--- src/hdl/rlsse_pkg.sv ---
`timescale 1ns / 1ps

package rlsse_pkg;

    localparam int NUM_LEDS_DEF       = 15;
    localparam int LEDS_PER_GROUP_DEF = 5;
    localparam int CHAN_COUNT         = 3;

    localparam logic [7:0] RESET_ONE_CODE  = 8'hF8;
    localparam logic [7:0] RESET_ZERO_CODE = 8'hE0;

    localparam logic OP_SET  = 1'b0;
    localparam logic OP_TICK = 1'b1;

    localparam logic [1:0] COLOR_RED   = 2'd0;
    localparam logic [1:0] COLOR_GREEN = 2'd1;
    localparam logic [1:0] COLOR_BLUE  = 2'd2;
    localparam logic [1:0] COLOR_NONE  = 2'd3;

    // Position of a channel within one LED's frame slot.
    localparam logic [1:0] SLOT_FIRST = 2'd0;
    localparam logic [1:0] SLOT_LAST  = 2'd2;

    localparam int CFG_IDX_W = 1;
    localparam logic [CFG_IDX_W-1:0] CFG_ONE_CODE  = 1'b0;
    localparam logic [CFG_IDX_W-1:0] CFG_ZERO_CODE = 1'b1;

    typedef struct packed {
        logic set_start;
        logic set_write;
        logic send_start;
        logic send_issue;
    } rlsse_cmd_t;

    typedef struct packed {
        logic set_ok;
        logic set_last;
        logic send_last;
        logic issue_ok;
    } rlsse_status_t;

    // Stored channel that goes out in a given slot: green, red, blue.
    function automatic logic [1:0] send_color(input logic [1:0] slot);
        logic [1:0] col;
        unique case (slot)
            2'd0:    col = COLOR_GREEN;
            2'd1:    col = COLOR_RED;
            default: col = COLOR_BLUE;
        endcase
        return col;
    endfunction

    // Data bit 7 maps to the most significant code byte.
    function automatic logic [63:0] encode_byte(input logic [7:0] data,
                                                input logic [7:0] one_code,
                                                input logic [7:0] zero_code);
        logic [63:0] word;
        word = '0;
        for (int j = 0; j < 8; j++)
        begin
            word[63-8*j -: 8] = data[7-j] ? one_code : zero_code;
        end
        return word;
    endfunction

endpackage

--- src/hdl/rlsse_intf.sv ---
`timescale 1ns / 1ps

interface rlsse_in_if;
    logic       valid;
    logic       ready;
    logic       op;
    logic [1:0] group;
    logic [1:0] color;
    logic [7:0] value;

    modport source (output valid, op, group, color, value, input ready);
    modport sink (input valid, op, group, color, value, output ready);
endinterface

interface rlsse_out_if;
    logic        valid;
    logic        ready;
    logic [3:0]  led_num;
    logic [1:0]  channel;
    logic [63:0] spi_bytes;
    logic        last;

    modport source (output valid, led_num, channel, spi_bytes, last, input ready);
    modport sink (input valid, led_num, channel, spi_bytes, last, output ready);
endinterface

interface rlsse_cfg_if;
    logic                           valid;
    logic                           ready;
    logic [rlsse_pkg::CFG_IDX_W-1:0] index;
    logic [7:0]                     data;

    modport source (output valid, index, data, input ready);
    modport sink (input valid, index, data, output ready);
endinterface

--- src/hdl/rlsse_ram.sv ---
`timescale 1ns / 1ps

module rlsse_ram #(
    parameter int WIDTH = 8,
    parameter int DEPTH = 45
) (
    input  logic                     clk,
    input  logic                     we,
    input  logic [$clog2(DEPTH)-1:0] waddr,
    input  logic [WIDTH-1:0]         wdata,
    input  logic                     re,
    input  logic [$clog2(DEPTH)-1:0] raddr,
    output logic [WIDTH-1:0]         rdata
);

    logic [WIDTH-1:0] mem [DEPTH];
    logic [WIDTH-1:0] rdata_reg;

    always_ff @(posedge clk)
    begin
        if (we)
        begin
            mem[waddr] <= wdata;
        end
        if (re)
        begin
            rdata_reg <= mem[raddr];
        end
    end

    assign rdata = rdata_reg;

endmodule

--- src/hdl/rlsse_ctrl.sv ---
`timescale 1ns / 1ps

module rlsse_ctrl (
    input  logic                     clk,
    input  logic                     rst_n,
    input  logic                     in_valid,
    input  logic                     in_op,
    output logic                     in_ready,
    input  rlsse_pkg::rlsse_status_t status,
    output rlsse_pkg::rlsse_cmd_t    cmd
);

    import rlsse_pkg::*;

    typedef enum logic [1:0] {
        ST_IDLE,
        ST_SET_WR,
        ST_SEND
    } state_t;

    state_t state_reg, state_next;
    logic   pending_reg, pending_next;
    logic   accept;

    assign in_ready = (state_reg == ST_IDLE);
    assign accept   = in_valid && in_ready;

    always_comb
    begin
        state_next   = state_reg;
        pending_next = pending_reg;
        cmd          = '0;
        unique case (state_reg)
            ST_IDLE:
            begin
                if (accept)
                begin
                    if (in_op == OP_SET)
                    begin
                        if (status.set_ok)
                        begin
                            cmd.set_start = 1'b1;
                            pending_next  = 1'b1;
                            state_next    = ST_SET_WR;
                        end
                    end
                    else if (pending_reg)
                    begin
                        cmd.send_start = 1'b1;
                        pending_next   = 1'b0;
                        state_next     = ST_SEND;
                    end
                end
            end
            ST_SET_WR:
            begin
                cmd.set_write = 1'b1;
                if (status.set_last)
                begin
                    state_next = ST_IDLE;
                end
            end
            ST_SEND:
            begin
                if (status.issue_ok)
                begin
                    cmd.send_issue = 1'b1;
                    if (status.send_last)
                    begin
                        state_next = ST_IDLE;
                    end
                end
            end
            default:
            begin
                state_next = ST_IDLE;
            end
        endcase
    end

    always_ff @(posedge clk or negedge rst_n)
    begin
        if (!rst_n)
        begin
            state_reg   <= ST_IDLE;
            pending_reg <= 1'b0;
        end
        else
        begin
            state_reg   <= state_next;
            pending_reg <= pending_next;
        end
    end

endmodule

--- src/hdl/rlsse_dp.sv ---
`timescale 1ns / 1ps

module rlsse_dp #(
    parameter int NUM_LEDS       = rlsse_pkg::NUM_LEDS_DEF,
    parameter int LEDS_PER_GROUP = rlsse_pkg::LEDS_PER_GROUP_DEF
) (
    input  logic                     clk,
    input  logic                     rst_n,
    input  logic [1:0]               in_group,
    input  logic [1:0]               in_color,
    input  logic [7:0]               in_value,
    input  rlsse_pkg::rlsse_cmd_t    cmd,
    output rlsse_pkg::rlsse_status_t status,
    rlsse_cfg_if.sink                cfg,
    rlsse_out_if.source              words
);

    import rlsse_pkg::*;

    localparam int DEPTH  = NUM_LEDS * CHAN_COUNT;
    localparam int ADDR_W = $clog2(DEPTH);
    localparam int LED_W  = $clog2(NUM_LEDS);
    localparam int GRP_W  = $clog2(NUM_LEDS + 4 * LEDS_PER_GROUP + 1);

    // Configuration registers.
    logic [7:0] one_code_reg;
    logic [7:0] zero_code_reg;

    // Set walk.
    logic [GRP_W-1:0]  first;
    logic [GRP_W-1:0]  set_end;
    logic [GRP_W-1:0]  set_led_reg;
    logic [GRP_W-1:0]  set_end_reg;
    logic [ADDR_W-1:0] set_addr_reg;
    logic [7:0]        set_value_reg;

    // Send walk.
    logic [LED_W-1:0]  snd_led_reg;
    logic [1:0]        snd_slot_reg;
    logic [ADDR_W-1:0] snd_base_reg;
    logic [ADDR_W-1:0] rd_addr;
    logic              snd_last;

    // Entries written since reset; an unwritten entry reads as zero.
    logic [DEPTH-1:0]  written_reg;

    // Read stage and output word.
    logic [7:0]        ram_q;
    logic              s1_valid_reg;
    logic              s1_hit_reg;
    logic [LED_W-1:0]  s1_led_reg;
    logic [1:0]        s1_slot_reg;
    logic              s1_last_reg;
    logic              advance;
    logic [LED_W+3:0]  led_ext;
    logic [7:0]        byte_data;

    logic              out_valid_reg;
    logic [3:0]        out_led_reg;
    logic [1:0]        out_chan_reg;
    logic [63:0]       out_bytes_reg;
    logic              out_last_reg;

    always_comb
    begin
        first = GRP_W'(int'(in_group) * LEDS_PER_GROUP);
        if (int'(first) + LEDS_PER_GROUP > NUM_LEDS)
        begin
            set_end = GRP_W'(NUM_LEDS - 1);
        end
        else
        begin
            set_end = GRP_W'(int'(first) + LEDS_PER_GROUP - 1);
        end
    end

    assign rd_addr  = snd_base_reg + ADDR_W'(send_color(snd_slot_reg));
    assign snd_last = (snd_led_reg == LED_W'(NUM_LEDS - 1)) && (snd_slot_reg == SLOT_LAST);
    assign advance  = s1_valid_reg && (!out_valid_reg || words.ready);

    assign status.set_ok    = (in_color != COLOR_NONE) && (int'(first) < NUM_LEDS);
    assign status.set_last  = (set_led_reg == set_end_reg);
    assign status.send_last = snd_last;
    assign status.issue_ok  = !s1_valid_reg || advance;

    rlsse_ram #(
        .WIDTH (8),
        .DEPTH (DEPTH)
    ) u_store (
        .clk   (clk),
        .we    (cmd.set_write),
        .waddr (set_addr_reg),
        .wdata (set_value_reg),
        .re    (cmd.send_issue),
        .raddr (rd_addr),
        .rdata (ram_q)
    );

    assign cfg.ready = 1'b1;

    always_ff @(posedge clk or negedge rst_n)
    begin
        if (!rst_n)
        begin
            one_code_reg  <= RESET_ONE_CODE;
            zero_code_reg <= RESET_ZERO_CODE;
            written_reg   <= '0;
            s1_valid_reg  <= 1'b0;
            out_valid_reg <= 1'b0;
        end
        else
        begin
            if (cfg.valid)
            begin
                unique case (cfg.index)
                    CFG_ONE_CODE:  one_code_reg  <= cfg.data;
                    CFG_ZERO_CODE: zero_code_reg <= cfg.data;
                    default:       one_code_reg  <= one_code_reg;
                endcase
            end
            if (cmd.set_write)
            begin
                written_reg[set_addr_reg] <= 1'b1;
            end
            if (cmd.send_issue)
            begin
                s1_valid_reg <= 1'b1;
            end
            else if (advance)
            begin
                s1_valid_reg <= 1'b0;
            end
            if (advance)
            begin
                out_valid_reg <= 1'b1;
            end
            else if (words.ready)
            begin
                out_valid_reg <= 1'b0;
            end
        end
    end

    assign led_ext   = {4'b0000, s1_led_reg};
    assign byte_data = s1_hit_reg ? ram_q : 8'h00;

    always_ff @(posedge clk)
    begin
        if (cmd.set_start)
        begin
            set_led_reg   <= first;
            set_end_reg   <= set_end;
            set_addr_reg  <= ADDR_W'(int'(first) * CHAN_COUNT + int'(in_color));
            set_value_reg <= in_value;
        end
        else if (cmd.set_write)
        begin
            set_led_reg  <= set_led_reg + GRP_W'(1);
            set_addr_reg <= set_addr_reg + ADDR_W'(CHAN_COUNT);
        end

        if (cmd.send_start)
        begin
            snd_led_reg  <= '0;
            snd_slot_reg <= SLOT_FIRST;
            snd_base_reg <= '0;
        end
        else if (cmd.send_issue)
        begin
            if (snd_slot_reg == SLOT_LAST)
            begin
                snd_slot_reg <= SLOT_FIRST;
                snd_led_reg  <= snd_led_reg + LED_W'(1);
                snd_base_reg <= snd_base_reg + ADDR_W'(CHAN_COUNT);
            end
            else
            begin
                snd_slot_reg <= snd_slot_reg + 2'd1;
            end
        end

        if (cmd.send_issue)
        begin
            s1_hit_reg  <= written_reg[rd_addr];
            s1_led_reg  <= snd_led_reg;
            s1_slot_reg <= snd_slot_reg;
            s1_last_reg <= snd_last;
        end

        // The word is encoded as it moves into the output register.
        if (advance)
        begin
            out_led_reg   <= led_ext[3:0];
            out_chan_reg  <= s1_slot_reg;
            out_bytes_reg <= encode_byte(byte_data, one_code_reg, zero_code_reg);
            out_last_reg  <= s1_last_reg;
        end
    end

    assign words.valid     = out_valid_reg;
    assign words.led_num   = out_led_reg;
    assign words.channel   = out_chan_reg;
    assign words.spi_bytes = out_bytes_reg;
    assign words.last      = out_last_reg;

endmodule

--- src/hdl/rgb_led_strip_spi_encoder.sv ---
`timescale 1ns / 1ps

// Holds a red, green and blue byte for each LED of the strip and turns the
// strip into SPI code words. A set word writes one channel of every LED in a
// group, one LED per cycle, and marks a refresh as pending. A tick word with
// a refresh pending sends 3 * NUM_LEDS words, LED 0 first in green, red, blue
// order, and flags the final one with last. Words come from the single read
// port of the color store at one per cycle while the sink keeps ready high;
// each word is read into the read stage and then encoded into the output
// register. A tick with nothing pending, or an unusable set, is accepted and
// changes nothing. The store needs no clearing pass after reset; unwritten
// channels read as zero. The one and zero code bytes are to be written
// through the configuration channel only while the block is idle, which the
// block itself does not enforce; they reset to 0xF8 and 0xE0.
module rgb_led_strip_spi_encoder #(
    parameter int NUM_LEDS       = rlsse_pkg::NUM_LEDS_DEF,
    parameter int LEDS_PER_GROUP = rlsse_pkg::LEDS_PER_GROUP_DEF
) (
    input  logic        clk,
    input  logic        rst_n,
    rlsse_in_if.sink    items,
    rlsse_out_if.source words,
    rlsse_cfg_if.sink   cfg
);

    import rlsse_pkg::*;

    rlsse_cmd_t    cmd;
    rlsse_status_t status;
    logic          in_ready;

    assign items.ready = in_ready;

    rlsse_ctrl u_ctrl (
        .clk      (clk),
        .rst_n    (rst_n),
        .in_valid (items.valid),
        .in_op    (items.op),
        .in_ready (in_ready),
        .status   (status),
        .cmd      (cmd)
    );

    rlsse_dp #(
        .NUM_LEDS       (NUM_LEDS),
        .LEDS_PER_GROUP (LEDS_PER_GROUP)
    ) u_dp (
        .clk      (clk),
        .rst_n    (rst_n),
        .in_group (items.group),
        .in_color (items.color),
        .in_value (items.value),
        .cmd      (cmd),
        .status   (status),
        .cfg      (cfg),
        .words    (words)
    );

endmodule
--- src/flat_wrapper.sv ---
// flat-port wrapper written by rule: the top's interface ports become plain ports
module rgb_led_strip_spi_encoder_flat import rlsse_pkg::*;
#(
    parameter int NUM_LEDS       = rlsse_pkg::NUM_LEDS_DEF,
    parameter int LEDS_PER_GROUP = rlsse_pkg::LEDS_PER_GROUP_DEF
)
  (clk, rst_n, items_valid, items_op, items_group, items_color, items_value, items_ready, words_valid, words_led_num, words_channel, words_spi_bytes, words_last, words_ready, cfg_valid, cfg_index, cfg_data, cfg_ready);
  rlsse_in_if items_i ();
  rlsse_out_if words_i ();
  rlsse_cfg_if cfg_i ();
  input  logic clk;
  input  logic rst_n;
  input wire logic [$bits(items_i.valid)-1:0] items_valid;
  input wire logic [$bits(items_i.op)-1:0] items_op;
  input wire logic [$bits(items_i.group)-1:0] items_group;
  input wire logic [$bits(items_i.color)-1:0] items_color;
  input wire logic [$bits(items_i.value)-1:0] items_value;
  output wire logic [$bits(items_i.ready)-1:0] items_ready;
  output wire logic [$bits(words_i.valid)-1:0] words_valid;
  output wire logic [$bits(words_i.led_num)-1:0] words_led_num;
  output wire logic [$bits(words_i.channel)-1:0] words_channel;
  output wire logic [$bits(words_i.spi_bytes)-1:0] words_spi_bytes;
  output wire logic [$bits(words_i.last)-1:0] words_last;
  input wire logic [$bits(words_i.ready)-1:0] words_ready;
  input wire logic [$bits(cfg_i.valid)-1:0] cfg_valid;
  input wire logic [$bits(cfg_i.index)-1:0] cfg_index;
  input wire logic [$bits(cfg_i.data)-1:0] cfg_data;
  output wire logic [$bits(cfg_i.ready)-1:0] cfg_ready;
  assign items_i.valid = items_valid;
  assign items_i.op = items_op;
  assign items_i.group = items_group;
  assign items_i.color = items_color;
  assign items_i.value = items_value;
  assign items_ready = items_i.ready;
  assign words_valid = words_i.valid;
  assign words_led_num = words_i.led_num;
  assign words_channel = words_i.channel;
  assign words_spi_bytes = words_i.spi_bytes;
  assign words_last = words_i.last;
  assign words_i.ready = words_ready;
  assign cfg_i.valid = cfg_valid;
  assign cfg_i.index = cfg_index;
  assign cfg_i.data = cfg_data;
  assign cfg_ready = cfg_i.ready;
  rgb_led_strip_spi_encoder #(.NUM_LEDS(NUM_LEDS), .LEDS_PER_GROUP(LEDS_PER_GROUP)) u_core (.clk(clk), .rst_n(rst_n), .items(items_i), .words(words_i), .cfg(cfg_i));
endmodule
--- config.mk ---
export PLATFORM = sky130hd
export DESIGN_NAME = rgb_led_strip_spi_encoder_flat
export DESIGN_NICKNAME = d
export VERILOG_FILES = /design/src/hdl/rlsse_pkg.sv /design/src/hdl/rlsse_intf.sv /design/src/hdl/rlsse_ram.sv /design/src/hdl/rlsse_ctrl.sv /design/src/hdl/rlsse_dp.sv /design/src/hdl/rgb_led_strip_spi_encoder.sv /design/src/flat_wrapper.sv
export SDC_FILE = /design/constraint.sdc
export NUM_CORES = 1
export LEC_CHECK = 0
export BUFFER_PORTS_ARGS = -buffer_cell sky130_fd_sc_hd__buf_2
export CAP_MARGIN = 20
export CORE_ASPECT_RATIO = 0.75
export CORE_MARGIN = 2
export CORE_UTILIZATION = 28
export DETAILED_ROUTE_END_ITERATION = 8
export GPL_ROUTABILITY_DRIVEN = 0
export GPL_TIMING_DRIVEN = 1
export PLACE_DENSITY = 0.49
export SKIP_LAST_GASP = 1
export SLEW_MARGIN = 20
export SYNTH_ARGS = -nofsm -noshare
export SYNTH_HDL_FRONTEND = slang
export SYNTH_SLANG_ARGS = --single-unit
--- constraint.sdc ---
create_clock -name clk -period 3.6 [get_ports clk]
set_clock_uncertainty 0.15 [all_clocks]
set_input_delay 0.72 -clock clk [delete_from_list [all_inputs] [get_ports clk]]
set_output_delay 0.72 -clock clk [all_outputs]
set_load 0.02 [all_outputs]
# After elaboration in Yosys (flattened, before gate mapping)
# Memory sizes are Yosys's and may differ from the RTL's. A register that Yosys moved wholly into a read port is not among the register bits.
# Cells that the tools add are included.
# Widths: inputs -> output; s select.
dict set report classes {
  div_mod_pow 0
  addsub 9
  magnitude_cmp 5
  n_eq_ne 13
  n_reduce_logical 20
  n_mux 46
  bitwise 2
  multipliers 2
  shift 0
}
# operator n
set ops {}
lappend ops {{$mux 8} 9}
lappend ops {{$or 45x45->45} 1}
lappend ops {{$mux 6} 4}
lappend ops {{$mux 1} 21}
lappend ops {{$mux 2} 8}
lappend ops {{$lt 6x7->1 const B} 2}
lappend ops {{$add 6x2->6} 2}
lappend ops {{$add 6x2->6 const B} 2}
lappend ops {{$reduce_bool 2->1} 4}
lappend ops {{$gt 7x4->1 const B} 1}
lappend ops {{$add 5x3->6 const B} 1}
lappend ops {{$add 6x1->6 const B} 1}
lappend ops {{$bmux 1 s6} 1}
lappend ops {{$demux 1 s6} 1}
lappend ops {{$eq 6x6->1} 1}
lappend ops {{$ge 6x1->1 const B} 1}
lappend ops {{$lt 6x4->1 const B} 1}
lappend ops {{$mul 5x2->6 const B} 1}
lappend ops {{$ne 2x1->1 const B} 3}
lappend ops {{$ne 3x2->1 const B} 2}
lappend ops {{$pmux 2 s3} 1}
lappend ops {{$reduce_and 2->1} 3}
lappend ops {{$reduce_and 6->1} 1}
lappend ops {{$sub 6x1->6 const B} 1}
lappend ops {{other kinds (14)} 24}
dict set report word_totals {
  word_cells 120
  ram_bits 360
  latch_bits 0
  output_inout_bits 74
  mem_bits_ro 0
  input_bits 27
  memories 1
  regBits 183
}
# name depth word_bits read_ports rd_ports_with_merged_regs write_ports line
set mem_list {}
lappend mem_list {u_core.u_dp.u_store.mem 45 8 1 1 1 rlsse_ram.sv:16} ;# logic [WIDTH-1:0] mem [DEPTH];

# Longest topological paths before layout
# Gate-level depths: netlist of the first run.
dict set report depth {
  word_depth 8
  mapped_depth 11
}

# Modules after synthesis
# A second synthesis of the first run with hierarchy kept.
dict set report unflattened {
  hier_cells 1326
  hier_area_um2 22704.3
}
# mod area_each_um2 n_inst cells_each
set by_module_without_submodules {}
lappend by_module_without_submodules {rlsse_ram 14585.2 1 756}
lappend by_module_without_submodules {rlsse_dp 7951.4 1 553}
lappend by_module_without_submodules {rlsse_ctrl 167.7 1 17}

# Least setup slack after synthesis of the first run
# No wires, ideal clock.
dict set report synth_timing {
  path_kind {input-to-reg}
  start {in words_ready}
  end {reg u_core.u_dp.out_chan_reg[0], in the netlist u_core.u_dp.words.channel[0], enable pin}
  setup_time_ns 0.437
  path_slack_ns 0.516
  cell_stages 2
  arrival_ns 2.497
  path_cell_list {nand2b_1 and2_1}
}
dict set report synth_via {
  elab_chain_cells 2
}
# element line
set synth_rtl {}
lappend synth_rtl {{start: declaration} flat_wrapper.sv:24} ;# input wire logic [$bits(words_i.ready)-1:0] words_ready;
lappend synth_rtl {{$logic_or 1x1->1} rlsse_dp.sv:79} ;# assign advance = s1_valid_reg && (!out_valid_reg || words.ready);
lappend synth_rtl {{$logic_and 1x1->1} rlsse_dp.sv:79}
lappend synth_rtl {{via u_core.u_dp.advance} rlsse_dp.sv:54} ;# logic advance;
lappend synth_rtl {{end signal: assignment} rlsse_dp.sv:194} ;# out_chan_reg <= s1_slot_reg;
lappend synth_rtl {{end: declaration} rlsse_dp.sv:60} ;# logic [1:0] out_chan_reg;
# The timed path passes the listed nets, and every way through them passes these cells.
# A chain may end at the register's enable or synchronous reset.

# Final worst setup path of the first run
dict set report layout_timing {
  start {reg u_core.u_dp.snd_slot_reg[0]}
  end {reg u_core.u_dp.u_store.rdata_reg[2], in the netlist u_core.u_dp.u_store.rdata[2], read port of u_core.u_dp.u_store.mem, data pin}
}
dict set report layout_via {
  elab_chain_cells 3
  elab_cells_between_ends 4
  cone_classes {1 x add/sub; 1 x eq/ne; 1 x mux; 1 x reduce/logical}
}
# element line
set layout_rtl {}
lappend layout_rtl {{start: declaration} rlsse_dp.sv:39} ;# logic [1:0] snd_slot_reg;
lappend layout_rtl {{start signal: assignment} rlsse_dp.sv:178} ;# snd_slot_reg <= snd_slot_reg + 2'd1;
lappend layout_rtl {{$eq 2x1->1 or $logic_not 2->1 (tied branches)} rlsse_pkg.sv:45} ;# unique case (slot)
lappend layout_rtl {{$pmux 2 s2 (*)} rlsse_pkg.sv:45}
lappend layout_rtl {{$add 6x2->6 (*)} rlsse_dp.sv:77} ;# assign rd_addr = snd_base_reg + ADDR_W'(send_color(snd_slot_reg));
lappend layout_rtl {{end: declaration} rlsse_ram.sv:17} ;# logic [WIDTH-1:0] rdata_reg;
# Every way passes the cells marked *; elsewhere a longest branch is shown, timed or not.

==> results.py, run 1 <==
metrics = {
    "worst_setup_path": {
        "regToRegStartpoint": "u_core.u_dp.snd_slot_reg[0]",
        "critPathSlowestCell": "fa_4",
        "critPathKind": "flip-flop to flip-flop",
        "crit_chain": "nor2_1, ha_4, fa_4, buf_4, mux4_2, mux4_2, nor2_1, o21ai_1",
        "crit_fanout": 10,
        "crit_required_ns": 3.81,
        "r2r_cells": 8,
        "cp-start-kind": "flip-flop",
        "end_kind": "flip-flop",
        "cp-startpoint": "u_core.u_dp.snd_slot_reg[0]",
        "max_stage_delay_ns": 0.85,
        "critPathArrivalTime_ns": 3.62,
    },
    "power": {
        "p_per_area_nw_per_um2": 864,
        "p_leak_nw": 9.09,
        "ir_worst_vdd_uv": 746,
    },
    "clock_tree": {
        "cts_sinks": 551,
        "clk_latency_ns": 0.64,
        "cts_resized": 0,
        "htree_levels": 2,
        "postCtsSetupBuffers": 0,
        "clk_pin_slew_ns": 0.06,
        "hold_buffers": 0,
        "tritoncts": "done",
        "cts_buffer_depth": 3,
        "cts_buffers": 58,
        "root_buffer": "clkbuf_16",
    },
    "global_routing": {
        "grt_pass1_vias": 11600,
        "grt_overflow": 0,
        "grt_use_total_pct": 13.1,
        "use_met2_pct": 19.0,
        "grt_max_degree": 56,
        "antenna_found_initial": 1,
        "grt_use_met3_pct": 2.49,
        "grt-busiest-layer": "met1",
        "grtUsageMet1_pct": 20.2,
        "grt_pass1_wl_um": 78800,
    },
    "place": {
        "post-dp-hpwl_um": 33600,
        "io_buffers": 99,
        "place_area_sq_um": 24400,
    },
    "sta": {
        "rsz0062_at_grt": "false",
        "fmax_mhz": 293,
        "slew_violations": 0,
        "worst_pin_slew_ns": 0.957,
        "layout_min_cycle_time_ns": 3.41,
        "finalSetupTns_ns": 0,
        "relSlewSlack_pct": 36.1,
        "hold_violations": 0,
        "setup_viol": 0,
        "fin_crit_sh_pct": 94.8,
    },
    "routing": {
        "ant_nets": 0,
        "vias": 11300,
        "drt_pass1_iterations": 6,
        "drt_iter0_drc": 1035,
        "vias_per_cell": 4.59,
        "wire_per_inst_um": 21.6,
        "drt-total-wl_um": 53000,
        "drc": 0,
    },
    "finish": {
        "postLayoutCellArea_sq_um": 26300,
        "drive_above_1_share_pct": 37.4,
        "final_net_count": 1407,
        "largest_register_ffs": 360,
        "fillers": 7423,
        "syn_to_final_growth_pct": 19.5,
    },
    "synthesis": {
        "ys_warn_count": 0,
        "synth.cells.most_frequent": "edfxtp_1 (473), mux4_2 (110), mux2_2 (80), nor2_1 (80), nand2_1 (63)",
        "synth_most_common_cell": "edfxtp_1",
        "synth_area_per_cell_sq_um": 18.9,
        "synth_top_area_share_pct": 64.5,
        "synth_area_sq_um": 22000,
        "synth_nets": 1213,
        "ys_seq_area_share_pct": 73.1,
        "ys.flop_type": "edfxtp_1",
        "synth_top_area_cell": "edfxtp_1",
        "postSynthCellCount": 1167,
        "synth_cell_types": 53,
        "synth_edf_count": 473,
        "ys_ff_latch": 551,
        "synth-async-reset-ratio_pct": 12.0,
        "synthTopCellsByArea": "edfxtp_1 (64%), mux4_2 (11%), dfrtp_1 (6.6%)",
    },
    "die": {
        "ios": 101,
        "die_w_um": 328,
        "start_util_pct": 28.1,
        "core_sq_um": 78300,
        "fp-row-count": 89,
        "die_area_sq_um": 81000,
        "die_y_um": 247,
    },
    "worst_hold_path": {
        "hold_path.class": "input port to asynchronous set/reset pin",
    },
    "run_status": {
        "status": "finished clean",
    },
    "run": {
        "maxCapViolations": 0,
    },
}
## critical path: cells and delay by family (launching register included)
| family | cells | cell delay [ns] |
|---|---|---|
| muxes | 2 | 0.82 |
| buffers and inverters | 1 | 0.25 |
| and+or+nand+nor | 2 | 0.39 |
| DFF | 1 | 0.38 |
| adders and majority gates | 2 | 1.03 |
| AOI/OAI and AO/OA | 1 | 0.11 |
## final timing paths
check | endpoint | slack, ns
setup / recovery | u_core.u_dp.u_store.rdata[2] | 0.19
hold / removal | u_core.u_dp.written_reg[36] | 0.04
setup reg to reg | u_core.u_dp.u_store.rdata[2] | 0.19
hold reg to reg | u_core.u_dp.words.channel[1] | 0.27
max in group asynchronous | u_core.u_ctrl.pending_reg | 2.51
min in group clk | u_core.u_dp.set_value_reg[3] | 0.14
## kinds of logic (layout without fill, tap and decap cells)
logic type	after synthesis	count (layout)	synth area share, %
AOI/OAI and AO/OA	55	55	1.75
xor gates and xnor gates	29	29	1.22
adders and majority gates	19	19	1.22
buffers and inverters	60	303	1.28
DFF	551	551	73.1
muxes	208	208	16.1
other	2	3	0.0341
and+or+nand+nor	243	243	5.26
## layout by cell type, fill, tap and decap left out, types with 13 or more instances in the layout
cell type / instances
a21oi_1: 13
or2_2: 46
inv_1: 15
mux2_2: 80
clkbuf_16: 59
edfxtp_1: 473
clkinv_2: 18
buf_4: 73
mux4_2: 110
xor2_1: 14
nand2_1: 63
buf_2: 98
mux2i_1: 18
nor2_1: 80
ha_1: 14
dfrtp_1: 58
## metrics by stage
step	power [mW]	hold WS (ns)	util [%]	setup WS, ns	cells
2_1_floorplan	13.9	0.250	-	0.516	1167
5_1_grt	23.9	0.0741	33.6	0.0718	2456
4_1_cts	23.1	0.0542	33.6	0.208	2456
3_5_place_dp	16.9	0.255	31.1	0.226	2347
3_3_place_gp	16.9	0.254	31.1	0.244	2347
6_report	22.8	0.0382	33.6	0.186	2457
## layer usage
layer  routed length (um)  vias up  share of wire, %
met4                  861        0               1.6
met3                 3000       64               5.7
met1                26300     5923                50
met5                    0        -                 0
li1                     -     4972                 -
met2                22900      313                43
## area by class of cell
cell class	instances	area (sq um)	share of cell area, %
diodes	1	2.50	0.00951
multi-input cells	556	5710	21.7
clock buffers	73	1590	6.04
inverters	15	56.3	0.214
well taps	1046	1310	4.97
clock inverters	36	358	1.36
repair buffers	179	1200	4.55
flip-flops and latches	551	16100	61.2
## where the power goes
group / total [mW] / leakage, nW / internal, mW / switching (mW)
clock: 6.11 / 0.974 / 3.56 / 2.55
sequential: 8.24 / 5.16 / 7.78 / 0.453
combinational: 8.40 / 2.95 / 3.94 / 4.46
Note: power is estimated with default switching activity, not from simulation.
==> run 2, diff against run 1 <==
--- a/config.mk
+++ b/config.mk
@@ -9,11 +9,11 @@
 export CAP_MARGIN = 20
 export CORE_ASPECT_RATIO = 0.75
 export CORE_MARGIN = 2
-export CORE_UTILIZATION = 28
+export CORE_UTILIZATION = 60
 export DETAILED_ROUTE_END_ITERATION = 8
 export GPL_ROUTABILITY_DRIVEN = 0
 export GPL_TIMING_DRIVEN = 1
-export PLACE_DENSITY = 0.49
+export PLACE_DENSITY = 0.84
 export SKIP_LAST_GASP = 1
 export SLEW_MARGIN = 20
 export SYNTH_ARGS = -nofsm -noshare
==> run 2 against run 1 <==
Final cell count is 25% lower. Final area is 4.7% lower. Global-route usage is 13 points higher. Sequential share of layout area is 3.0 points higher. Clock-buffer cell count is 6 higher. Die area is 53% lower. Highest routed layer unchanged. Total power is 4.8% lower. Largest cell class unchanged. Via count is 4.6% higher. First-iteration DRC count is 51% higher.
==> results.py, run 2 (synthesis gave the netlist of run 1 again) <==
metrics = {
    "run_status": {
        "status": "finished clean",
    },
    "global_routing": {
        "grt_pass1_wl_um": 73100,
        "grt_pass1_vias": 11900,
        "antenna_found_initial": 0,
        "grt_use_total_pct": 26.2,
        "grt_overflow": 0,
        "grt_max_degree": 72,
    },
    "worst_setup_path": {
        "crit_chain": "nor2_1, ha_4, fa_4, buf_12, mux4_2, nor2b_1, a2111oi_0, o41ai_1",
        "max_stage_delay_ns": 0.81,
        "crit_required_ns": 3.76,
        "critPathArrivalTime_ns": 3.48,
        "r2r_cells": 8,
        "end_kind": "flip-flop",
        "critPathSlowestCell": "fa_4",
        "critPathKind": "flip-flop to flip-flop",
        "path_buf_inv": 1,
        "cp.depth": 8,
        "crit_family": "adder cells",
        "cp-start-kind": "flip-flop",
        "crit_fanout": 36,
    },
    "clock_tree": {
        "clk_latency_ns": 0.58,
        "postCtsSetupBuffers": 0,
        "clk_pin_slew_ns": 0.07,
        "root_buffer": "clkbuf_16",
        "tritoncts": "done",
        "cts_buffers": 50,
        "cts_resized": 0,
        "hold_buffers": 0,
        "cts_buffer_depth": 3,
        "cts_sinks": 551,
        "htree_levels": 2,
    },
    "sta": {
        "hold_slack_ns": 0.141,
        "slew_violations": 0,
        "hold_violations": 0,
        "fin_crit_sh_pct": 92.5,
        "relSlewSlack_pct": 32.4,
        "worst_slack_ns": 0.272,
        "layout_min_cycle_time_ns": 3.33,
        "rsz0062_at_grt": "false",
        "fmax_mhz": 300,
        "worst_pin_slew_ns": 1.01,
        "setup_viol": 0,
        "finalSetupTns_ns": 0,
    },
    "finish": {
        "final_net_count": 1392,
        "postLayoutCellArea_sq_um": 25100,
        "syn_to_final_growth_pct": 13.8,
        "fin_util_pct": 69.6,
        "antennaDiodeCount": 0,
        "layout_common_cells": "edfxtp_1 (473), mux4_2 (110), buf_2 (98), mux2_2 (80), nor2_1 (80)",
        "largest_register_ffs": 360,
        "fillers": 2111,
        "final_common_cell": "edfxtp_1",
        "drive_above_1_share_pct": 35.5,
    },
    "power": {
        "p_per_area_nw_per_um2": 864,
        "power_frac_clock_pct": 23.2,
        "p_int_mw": 14.5,
        "p_sw_mw": 7.18,
        "ir_worst_vdd_uv": 985,
        "p_leak_nw": 8.81,
        "switching_share_pct": 33.1,
        "comb_power_share_pct": 38.6,
        "power_frac_seq_pct": 38.2,
    },
    "worst_hold_path": {
        "hold_path.class": "input port to asynchronous set/reset pin",
    },
    "die": {
        "ios": 101,
        "die_w_um": 225,
        "core_sq_um": 36000,
        "start_util_pct": 61.1,
        "fp-row-count": 60,
        "die_y_um": 170,
        "die_area_sq_um": 38300,
    },
    "place": {
        "dp_slack_ns": 0.294,
        "place_area_sq_um": 23500,
        "io_buffers": 99,
        "post-dp-hpwl_um": 29500,
    },
    "routing": {
        "vias": 11800,
        "drt_iter0_drc": 1568,
        "vias_per_cell": 6.37,
        "ant_nets": 0,
        "drt-total-wl_um": 48700,
        "drc": 0,
        "wire_per_inst_um": 26.3,
        "drt_pass1_iterations": 5,
    },
    "run": {
        "maxCapViolations": 0,
    },
}
==> run 2: path summary, 6_finish.rpt <==
check	to	from	slack, ns
max	u_core.u_dp.u_store.rdata[6]	u_core.u_dp.snd_slot_reg[0]	0.27
min	u_core.u_dp.written_reg[19]	rst_n	0.14
max reg2reg	u_core.u_dp.u_store.rdata[6]	u_core.u_dp.snd_slot_reg[0]	0.27
min reg2reg	u_core.u_dp.words.channel[1]	u_core.u_dp.s1_slot_reg[1]	0.27
max in group asynchronous	u_core.u_dp.written_reg[42]	rst_n	2.54
min in group clk	u_core.u_dp.set_value_reg[7]	items_value[7]	0.17
==> run 2: through the flow <==
step	power, mW	cells
2_1_floorplan	13.9	1167
3_3_place_gp	16.2	1759
3_5_place_dp	16.6	1759
4_1_cts	21.6	1852
5_1_grt	22.5	1852
6_report	21.7	1852
==> run 2: power groups by stage <==
stage | combinational [mW] | clock [mW] | sequential [mW]
after floorplan | 5.68 | 0 | 8.20
after global placement | 7.95 | 0 | 8.30
after detailed placement | 8.19 | 0 | 8.37
after CTS | 8.30 | 5.09 | 8.26
after global routing | 8.83 | 5.33 | 8.34
final | 8.36 | 5.03 | 8.28
==> run 2: cell type report <==
type	count	area [sq um]	share of cell area (%)
clock inverter	14	97.6	0.389
inverter	15	56.3	0.225
sequential	551	16100	64.2
timing repair buffer	172	1120	4.47
tap	465	582	2.32
multi-input combinational	556	5680	22.7
clock buffer	79	1430	5.71
==> run 2: layer usage <==
metal	up-vias	track usage [%]	share of wire (%)
met1	6024	37.6	40
li1	4934	-	-
met3	101	5.78	11
met2	733	41.0	47
met4	0	7.98	2.5
met5	-	0	0
==> run 3, diff against run 2 <==
--- a/config.mk
+++ b/config.mk
@@ -13,7 +13,7 @@
 export DETAILED_ROUTE_END_ITERATION = 8
 export GPL_ROUTABILITY_DRIVEN = 0
 export GPL_TIMING_DRIVEN = 1
-export PLACE_DENSITY = 0.84
+export PLACE_DENSITY = 0.78
 export SKIP_LAST_GASP = 1
 export SLEW_MARGIN = 20
 export SYNTH_ARGS = -nofsm -noshare
==> run 3 against run 2 <==
Via count decreased by 3.5%. Sequential share of layout area shrank 0.18 points. Critical path type unchanged. Hold slack better by 0.019 ns. Largest cell class unchanged. Routed wire length decreased by 4.5%.
==> results.py, run 3 (synthesis gave the netlist of run 1 again) <==
metrics = {
    "routing": {
        "wire_per_inst_um": 25.2,
        "drt_pass1_iterations": 5,
        "ant_nets": 0,
        "drc": 0,
        "vias_per_cell": 6.16,
        "vias": 11400,
        "drt-total-wl_um": 46500,
        "drt_iter0_drc": 1172,
    },
    "sta": {
        "slew_violations": 0,
        "hold_violations": 0,
        "setup_viol": 0,
        "relSlewSlack_pct": 33.7,
        "fmax_mhz": 298,
        "rsz0062_at_grt": "false",
        "worst_pin_slew_ns": 0.995,
        "layout_min_cycle_time_ns": 3.36,
        "fin_crit_sh_pct": 93.3,
        "finalSetupTns_ns": 0,
    },
    "finish": {
        "final_common_cell": "edfxtp_1",
        "largest_register_ffs": 360,
        "layout_common_cells": "edfxtp_1 (473), mux4_2 (110), buf_2 (98), mux2_2 (80), nor2_1 (80)",
        "final_cells": 1847,
        "final_net_count": 1386,
        "antennaDiodeCount": 0,
        "fillers": 2216,
        "syn_to_final_growth_pct": 14.1,
        "drive_above_1_share_pct": 35.7,
    },
    "global_routing": {
        "grt-busiest-layer": "met2",
        "grt_pass1_vias": 11500,
        "grt_pass1_wl_um": 70600,
        "antenna_found_initial": 1,
        "grt_overflow": 0,
        "use_met2_pct": 38.3,
        "grtUsageMet1_pct": 37.9,
        "grt_use_total_pct": 25.2,
        "grt_use_met3_pct": 5.66,
        "grt_max_degree": 72,
    },
    "power": {
        "p_per_area_nw_per_um2": 857,
        "p_leak_nw": 8.83,
        "ir_worst_vdd_uv": 619,
    },
    "place": {
        "io_buffers": 99,
        "post-dp-hpwl_um": 28500,
        "dp.cells": 1753,
    },
    "worst_setup_path": {
        "regToRegStartpoint": "u_core.u_dp.snd_slot_reg[0]",
        "crit_fanout": 37,
        "rrSetupSlack_ns": 0.24,
        "critPathArrivalTime_ns": 3.52,
        "r2r_end": "u_core.u_dp.s1_hit_reg",
        "crit_required_ns": 3.76,
        "end_kind": "flip-flop",
        "critPathKind": "flip-flop to flip-flop",
        "cp-start-kind": "flip-flop",
        "r2r_cells": 8,
    },
    "clock_tree": {
        "cts_buffers": 50,
        "cts_buffer_depth": 3,
        "clk_pin_slew_ns": 0.06,
        "hold_buffers": 0,
        "cts_sinks": 551,
        "clk_latency_ns": 0.57,
        "tritoncts": "done",
        "htree_levels": 2,
        "root_buffer": "clkbuf_16",
        "cts_resized": 0,
        "postCtsSetupBuffers": 0,
    },
    "die": {
        "die_y_um": 170,
        "start_util_pct": 61.1,
        "fp-row-count": 60,
        "die_w_um": 225,
        "core_sq_um": 36000,
        "ios": 101,
        "die_area_sq_um": 38300,
    },
    "run": {
        "maxCapViolations": 0,
    },
    "worst_hold_path": {
        "hold_path.class": "input port to asynchronous set/reset pin",
    },
    "run_status": {
        "status": "finished clean",
    },
}
## run 3: worst max-delay path: stages, from the launching register on
cell and delay, ns:
dfxtp_1 0.38, nor2_1 0.11, ha_4 0.18, fa_4 0.82, buf_12 0.25, mux4_2 0.35, mux4_2 0.50, mux2i_1 0.24
o21ai_1 0.09
## run 3: how the worst max path moves through the flow
stage,to,from,cells past startpoint,slack [ns]
floorplan,u_core.u_dp.words.channel[0],words_ready,2,0.52
global route,u_core.u_dp.s1_hit_reg,u_core.u_dp.snd_slot_reg[0],8,0.13
detailed placement,u_core.u_dp.s1_hit_reg,u_core.u_dp.snd_slot_reg[0],8,0.26
finish,u_core.u_dp.s1_hit_reg,u_core.u_dp.snd_slot_reg[0],8,0.24
CTS,u_core.u_dp.s1_hit_reg,u_core.u_dp.snd_slot_reg[0],8,0.25
global placement,u_core.u_dp.s1_hit_reg,u_core.u_dp.snd_slot_reg[0],8,0.29
## run 3: report_power, final
part	leakage (nW)	switching, mW	total [mW]	internal (mW)
sequential	5.16	0.483	8.27	7.78
combinational	2.87	4.20	8.09	3.89
clock	0.796	2.23	5.20	2.96
total	8.83	6.92	21.5	14.6
## run 3: area by class of cell
cell class	instances	area, sq um	area share, %
sequential	551	16100	64.0
multi-input combinational	556	5690	22.6
clock buffer	80	1520	6.04
timing repair buffer	166	1090	4.33
tap	465	582	2.31
clock inverter	14	103	0.408
inverter	15	56.3	0.224
## run 3: per-layer routing
layer  share of wire, %  up-vias
met1                 43     5827
met4                1.8        0
met3                8.8       64
li1                   -     4921
met5                  0        -
met2                 47      570
## run 3: through the flow
stage	power, mW	hold slack (ns)	area [sq um]	utilization [%]	worst slack (ns)
2_1_floorplan	13.9	0.250	22000	-	0.516
3_3_place_gp	16.2	0.252	23500	65.3	0.290
3_5_place_dp	16.4	0.256	23500	65.3	0.261
4_1_cts	21.6	0.160	25100	69.8	0.253
5_1_grt	22.5	0.159	25100	69.8	0.130
6_report	21.5	0.160	25100	69.8	0.242
